## src/rtl/vst_pkg.sv

```systemverilog
// ----------------------------------------------------------------------------
// vst_pkg: shared types and helpers of the vertex skinning transform
// Step control word, term kinds, operation and register codes, saturation.
// ----------------------------------------------------------------------------
package vst_pkg;

  localparam int DEF_BONES      = 128;
  localparam int DEF_MAX_BLENDS = 3;
  localparam int DEF_FRAC_BITS  = 16;

  localparam int WORDS_PER_BONE = 12;
  localparam int ORIGIN_WORD    = 9;
  // Running sum width: three products shifted by at least 8 bits plus an origin.
  localparam int SUM_W          = 58;
  localparam int ACC_W          = 48;

  // Operation codes carried in tuser.
  localparam logic [1:0] OP_LOAD   = 2'd0;
  localparam logic [1:0] OP_VERTEX = 2'd1;
  localparam logic [1:0] OP_BLEND  = 2'd2;

  // Configuration register indexes.
  localparam logic [1:0] CFG_RIGID_MODE     = 2'd0;
  localparam logic [1:0] CFG_RIGID_BONE     = 2'd1;
  localparam logic [1:0] CFG_NORMALS_ENABLE = 2'd2;

  typedef enum logic [1:0] {
    ST_IDLE,
    ST_RUN,
    ST_DRAIN,
    ST_DONE
  } state_t;

  typedef enum logic [1:0] {
    PASS_NRM,
    PASS_POS,
    PASS_WGT
  } pass_t;

  typedef enum logic [1:0] {
    TK_ORIGIN,
    TK_PROD,
    TK_WGT8,
    TK_WGT16
  } term_kind_t;

  // One step of the shared multiply-accumulate unit, carried down the pipeline.
  typedef struct packed {
    logic       valid;
    term_kind_t kind;
    pass_t      pass;
    logic [1:0] col;
    logic [1:0] term;   // 0 origin, 1..3 axis row + 1
    logic       first;
    logic       last;
  } step_ctl_t;

  // Reduce a bone index into the table range by compare and subtract.
  function automatic logic [6:0] bone_wrap(input logic [6:0] bone, input int bones);
    int r;
    r = int'(bone);
    for (int k = 6; k >= 0; k--) begin
      if (r >= (bones << k)) begin
        r = r - (bones << k);
      end
    end
    return 7'(r);
  endfunction

  function automatic logic signed [31:0] sat32(input logic signed [SUM_W-1:0] x);
    logic signed [SUM_W-1:0] hi;
    logic signed [SUM_W-1:0] lo;
    hi = SUM_W'(64'sh7FFF_FFFF);
    lo = -hi - SUM_W'(1);
    if (x > hi) begin
      return 32'sh7FFF_FFFF;
    end else if (x < lo) begin
      return 32'sh8000_0000;
    end
    return x[31:0];
  endfunction

  function automatic logic signed [ACC_W-1:0] sat48(input logic signed [SUM_W-1:0] x);
    logic signed [SUM_W-1:0] hi;
    logic signed [SUM_W-1:0] lo;
    hi = SUM_W'(64'sh7FFF_FFFF_FFFF);
    lo = -hi - SUM_W'(1);
    if (x > hi) begin
      return {1'b0, {(ACC_W-1){1'b1}}};
    end else if (x < lo) begin
      return {1'b1, {(ACC_W-1){1'b0}}};
    end
    return x[ACC_W-1:0];
  endfunction

endpackage

```

## src/rtl/vst_mac.sv

```systemverilog
// ----------------------------------------------------------------------------
// vst_mac: shared multiply-accumulate unit
// Registers one 33x33 product a cycle, then shifts it by term kind and adds
// it into a running column sum.
// ----------------------------------------------------------------------------
module vst_mac #(
  parameter int FRAC_BITS = vst_pkg::DEF_FRAC_BITS
) (
  input  logic                              clk,
  input  logic                              rst,
  input  vst_pkg::step_ctl_t                in_ctl,
  input  logic signed [32:0]                op_a,
  input  logic signed [32:0]                op_b,
  output logic                              busy,
  output logic                              res_valid,
  output vst_pkg::step_ctl_t                res_ctl,
  output logic signed [vst_pkg::SUM_W-1:0]  res_sum
);

  vst_pkg::step_ctl_t                ctl_q;
  logic signed [65:0]                prod_q;
  logic signed [vst_pkg::SUM_W-1:0]  sum_q;
  logic signed [vst_pkg::SUM_W-1:0]  term;
  logic signed [vst_pkg::SUM_W-1:0]  sum_next;

  always_ff @(posedge clk) begin
    if (rst) begin
      ctl_q <= '0;
    end else begin
      ctl_q <= in_ctl;
    end
  end

  always_ff @(posedge clk) begin
    prod_q <= op_a * op_b;
  end

  // Arithmetic shifts round toward minus infinity.
  always_comb begin
    case (ctl_q.kind)
      vst_pkg::TK_ORIGIN: term = vst_pkg::SUM_W'(prod_q);
      vst_pkg::TK_PROD:   term = vst_pkg::SUM_W'(prod_q >>> FRAC_BITS);
      vst_pkg::TK_WGT8:   term = vst_pkg::SUM_W'(prod_q >>> 8);
      vst_pkg::TK_WGT16:  term = vst_pkg::SUM_W'(prod_q >>> 16);
      default:            term = '0;
    endcase
    sum_next = (ctl_q.first ? '0 : sum_q) + term;
  end

  always_ff @(posedge clk) begin
    if (ctl_q.valid) begin
      sum_q <= sum_next;
    end
  end

  assign busy      = ctl_q.valid;
  assign res_valid = ctl_q.valid && ctl_q.last;
  assign res_ctl   = ctl_q;
  assign res_sum   = sum_next;

endmodule

```

## config.mk

```make
export PLATFORM = sky130hd
export DESIGN_NAME = vst_mac
export DESIGN_NICKNAME = d
export VERILOG_FILES = /design/src/rtl/vst_pkg.sv /design/src/rtl/vst_mac.sv
export SDC_FILE = /design/constraint.sdc
export NUM_CORES = 2
export LEC_CHECK = 0
export BUFFER_PORTS_ARGS = -buffer_cell sky130_fd_sc_hd__buf_4
export CAP_MARGIN = 5
export CORE_MARGIN = 1.5
export CORE_UTILIZATION = 60
export CTS_CLUSTER_SIZE = 30
export DETAILED_ROUTE_END_ITERATION = 8
export PLACE_DENSITY = 0.77
export SLEW_MARGIN = 20
export SYNTH_ARGS = -nofsm -noshare
export SYNTH_HDL_FRONTEND = slang
export SYNTH_SLANG_ARGS = --single-unit
export TNS_END_PERCENT = 5
```

## constraint.sdc

```tcl
create_clock -name clk -period 18 [get_ports clk]
set_input_delay 2.7 -clock clk [delete_from_list [all_inputs] [get_ports clk]]
set_output_delay 2.7 -clock clk [all_outputs]
set_load 0.02 [all_outputs]
```

==> impl_metrics.csv <==
group,metric,value,unit
setup_path,critPathMaxStageDelay,1180,ps
setup_path,critPathLaunchType,"primary input",
floorplanning,dieArea,80400,sq um
global_routing,grt_start_max_net_pins,110,
synthesis,synthSimpleGateAreaFrac,0.161,
place,dp_cells,6049,
cts,hold_buffers,0,
sta,rsz0062_at_grt,"false",
cells_and_area,synthToLayoutAreaGrowth,4.49,%
detailed_routing,wl_met2,59.4,mm
setup_path,critPathRequiredTime,18310,ps
synthesis,syn_area,47200,sq um
setup_path,rr_worst_depth,13,
cells_and_area,fin_cells,6083,
sta,fin_skew,27.1,ps
synthesis,synth.avg_cell_area,9.24,sq um
synthesis,synth_mux_area_frac,0.0108,
synthesis,synth_compound_area_frac,0.0647,
setup_path,ff2ff_setup_slack,12890,ps
setup_path,crit_top_cell,"fa_1",
flow_run,drv_cap,0,
setup_path,crit_end,"prod_q[65]$_DFF_P_",
synthesis,yosys.area_share.adder,0.559,
status,outcome,"completed",
detailed_routing,drc,0,
cts,clock_latency,450,ps
synthesis,yosysSeqAreaShare,0.0696,
synthesis,syn_nets,6607,
detailed_routing,post_drt_wl_per_cell,21.1,microns
cts,h-tree-depth,4,
cells_and_area,drive_above_1_share,0.0428,
cts,cts_tree,"done",
cells_and_area,fin_util,0.636,
cts,postCtsResizedCells,0,
detailed_routing,dr.first_iter.drc_count,2764,
global_routing,grt_pass1_wl,207,mm
place,hpwl,98.0,mm
setup_path,cp-end-kind,"register",
floorplanning,io_pins,150,
global_routing,antenna_found_initial,0,
synthesis,synth_top_family_by_area,"adder cells",
setup_path,rr_endpoint,"sum_q[26]$_DFFE_PP_",
floorplanning,core,77600,sq um
setup_path,rr_startpoint,"res_ctl[8]$_SDFF_PP0_",
cts,cts_sinks,135,
synthesis,ys_seq_elements,135,
detailed_routing,viasPerCell,5.75,
cells_and_area,nNetsFinal,6527,
setup_path,cp.arrival,11270,ps
detailed_routing,wl_met1,49.4,mm
worst_hold_path,hold_path_class,"register to register",
sta,slew_viol_final,0,
sta,slew_headroom,0.371,
cts,ctsLongestPathBuffers,2,
sta,period_needed,10970,ps
global_routing,grt_pass1_vias,38300,
synthesis,ys.flop_type,"dfxtp_1",
synthesis,netlist_instances,5108,
setup_path,crit_type,"primary input to register",
detailed_routing,finalWirelength,128,mm
sta,final_hold_viol_count,0,
cts,cts_buffers,17,
floorplanning,core.rowCount,102,
detailed_routing,vias,35000,
floorplanning,die-width,283,microns
synthesis,yosysUniqueCellTypes,85,
sta,fin_crit_sh,0.609,
sta,timing.fmax,0.0912,GHz
detailed_routing,first_pass_iters,6,
setup_path,path_buf_inv,7,
synthesis,synth-edff-count,58,
setup_path,path_depth,25,
global_routing,grt_usage,0.332,
place,placement.io_buffers,149,
sta,tightestPinTransition,943,ps
global_routing,grt_overflow,0,
detailed_routing,top_layer,"met4",
synthesis,async_reset_ff_frac,0,
setup_path,path_delay_family,"adder cells",
detailed_routing,drtAntennaViolNets,0,
setup_path,worstPathMaxFanout,33,
floorplanning,dieHeight,283,microns
setup_path,cp-startpoint,"op_a[32]",
cts,path_clk_slew,70,ps
place,place.gp.congestion,0.927,
cts,clockRootBuffer,"clkbuf_16",
setup_path,crit_slowest_cell,"fa_1",
sta,finalSetupViolCount,0,
cts,cts_setup_buffers,0,
synthesis,synth_xor_xnor_area_share,0.0223,
detailed_routing,met3WireLength,13.3,mm
sta,fin_worst_hold_slack,723,ps
floorplanning,initial_core_util,0.608,
synthesis,synth_warnings,0,
sta,setup_tns,0,ps
[worst min-delay path, cell delays in order, from the launching register on]
cell      delay [ps]
edfxtp_1         320
nor2b_1          130
ha_1             160
[area by class of cell]
cell class / count / area (sq um)
Antenna cell: 2 / 5.00
Tap cell: 1040 / 1300
Inverter: 1163 / 4370
Sequential cell: 135 / 3290
Clock buffer: 17 / 425
Fill cell: 6478 / 28300
Clock inverter: 15 / 176
Multi-Input combinational cell: 3555 / 38600
Timing Repair Buffer: 156 / 1170
[registers in the layout (all words and copies together), names as in the netlist]
name and cells:
prod_q 66, sum_q 58, res_ctl 10, busy 1
[placed cells by master, fill, tap and decap left out, drive strengths merged, types with 27 or more instances in the layout]
| cell | Yosys | routed |
|---|---|---|
| inv | 1162 | 1174 |
| fa | 1146 | 1146 |
| nand2 | 617 | 617 |
| and2 | 560 | 560 |
| ha | 274 | 274 |
| buf | 12 | 156 |
| a21oi | 117 | 117 |
| o21ai | 114 | 114 |
| nor2 | 99 | 99 |
| nor2b | 88 | 88 |
| xnor2 | 86 | 86 |
| a21o | 79 | 79 |
| dfxtp | 77 | 77 |
| edfxtp | 58 | 58 |
| mux2i | 50 | 50 |
| xor2 | 34 | 34 |
| nand3 | 27 | 27 |
[cells in the mapped netlist, types with 5 or more instances]
cell type  instances  area, sq um
o21bai_1          24          180
nor3_1            21          105
edfxtp_1          58         1740
or3_1              7         43.8
buf_1              5         18.8
nor2b_1           88          551
nand3_1           27          135
ha_1             274         3430
dfxtp_1           77         1540
o21ai_0          105          526
nand4_1           19          119
o21ai_1            9         45.0
a21o_1            78          586
o211ai_1          11         82.6
and3_1            17          106
clkbuf_1         243          912
inv_1           1162         4360
nor2_1            99          372
a31oi_1           11         68.8
o21a_1            15          113
and4_1             5         43.8
a221oi_1           5         43.8
xor2_1            34          298
buf_2              6         30.0
fa_1            1146        22900
a211oi_1          24          180
xnor2_1           86          753
a21oi_1          117          586
nand2b_1          18          113
nand2_1          616         2310
and2_1           560         3500
mux2i_1           50          500
o31ai_1            6         45.0
[worst min-delay path by stage]
stage / cells after the start / slack [ps] / end / startpoint
final: 2 / 720 / sum_q[0]$_DFFE_PP_ / sum_q[0]$_DFFE_PP_
after floorplan: 2 / 800 / sum_q[0]$_DFFE_PP_ / sum_q[0]$_DFFE_PP_
after global routing: 2 / 760 / sum_q[0]$_DFFE_PP_ / sum_q[0]$_DFFE_PP_
after detailed placement: 2 / 690 / sum_q[0]$_DFFE_PP_ / sum_q[0]$_DFFE_PP_
after CTS: 2 / 720 / sum_q[0]$_DFFE_PP_ / sum_q[0]$_DFFE_PP_
after global placement: 2 / 700 / sum_q[0]$_DFFE_PP_ / sum_q[0]$_DFFE_PP_
[stage by stage]
stage	instance area [sq um]	worst slack [ps]
finish	49300	7030
global route	49300	6570
CTS	49300	7080
detailed placement	48700	6650
global placement	48700	6710
floorplan	47200	7610
[cells by family (layout without fill, tap and decap cells)]
| logic type | after synthesis | after routing |
|---|---|---|
| compound gates | 467 | 467 |
| xor+xnor | 120 | 120 |
| fa+ha+maj | 1420 | 1420 |
| buf+inv | 1418 | 1351 |
| flops | 135 | 135 |
| mux | 51 | 51 |
| other cells | 0 | 2 |
| simple gates | 1497 | 1497 |
[per-layer routing]
metal | GRT usage | up-vias
met5 | 0 | -
met2 | 0.537 | 1932
li1 | - | 15000
met4 | 0.131 | 0
met3 | 0.0725 | 438
met1 | 0.438 | 17600
Power is left out: the tool's default activity adds up to more than one toggle a clock period on the data nets, which glitch-free logic cannot reach.
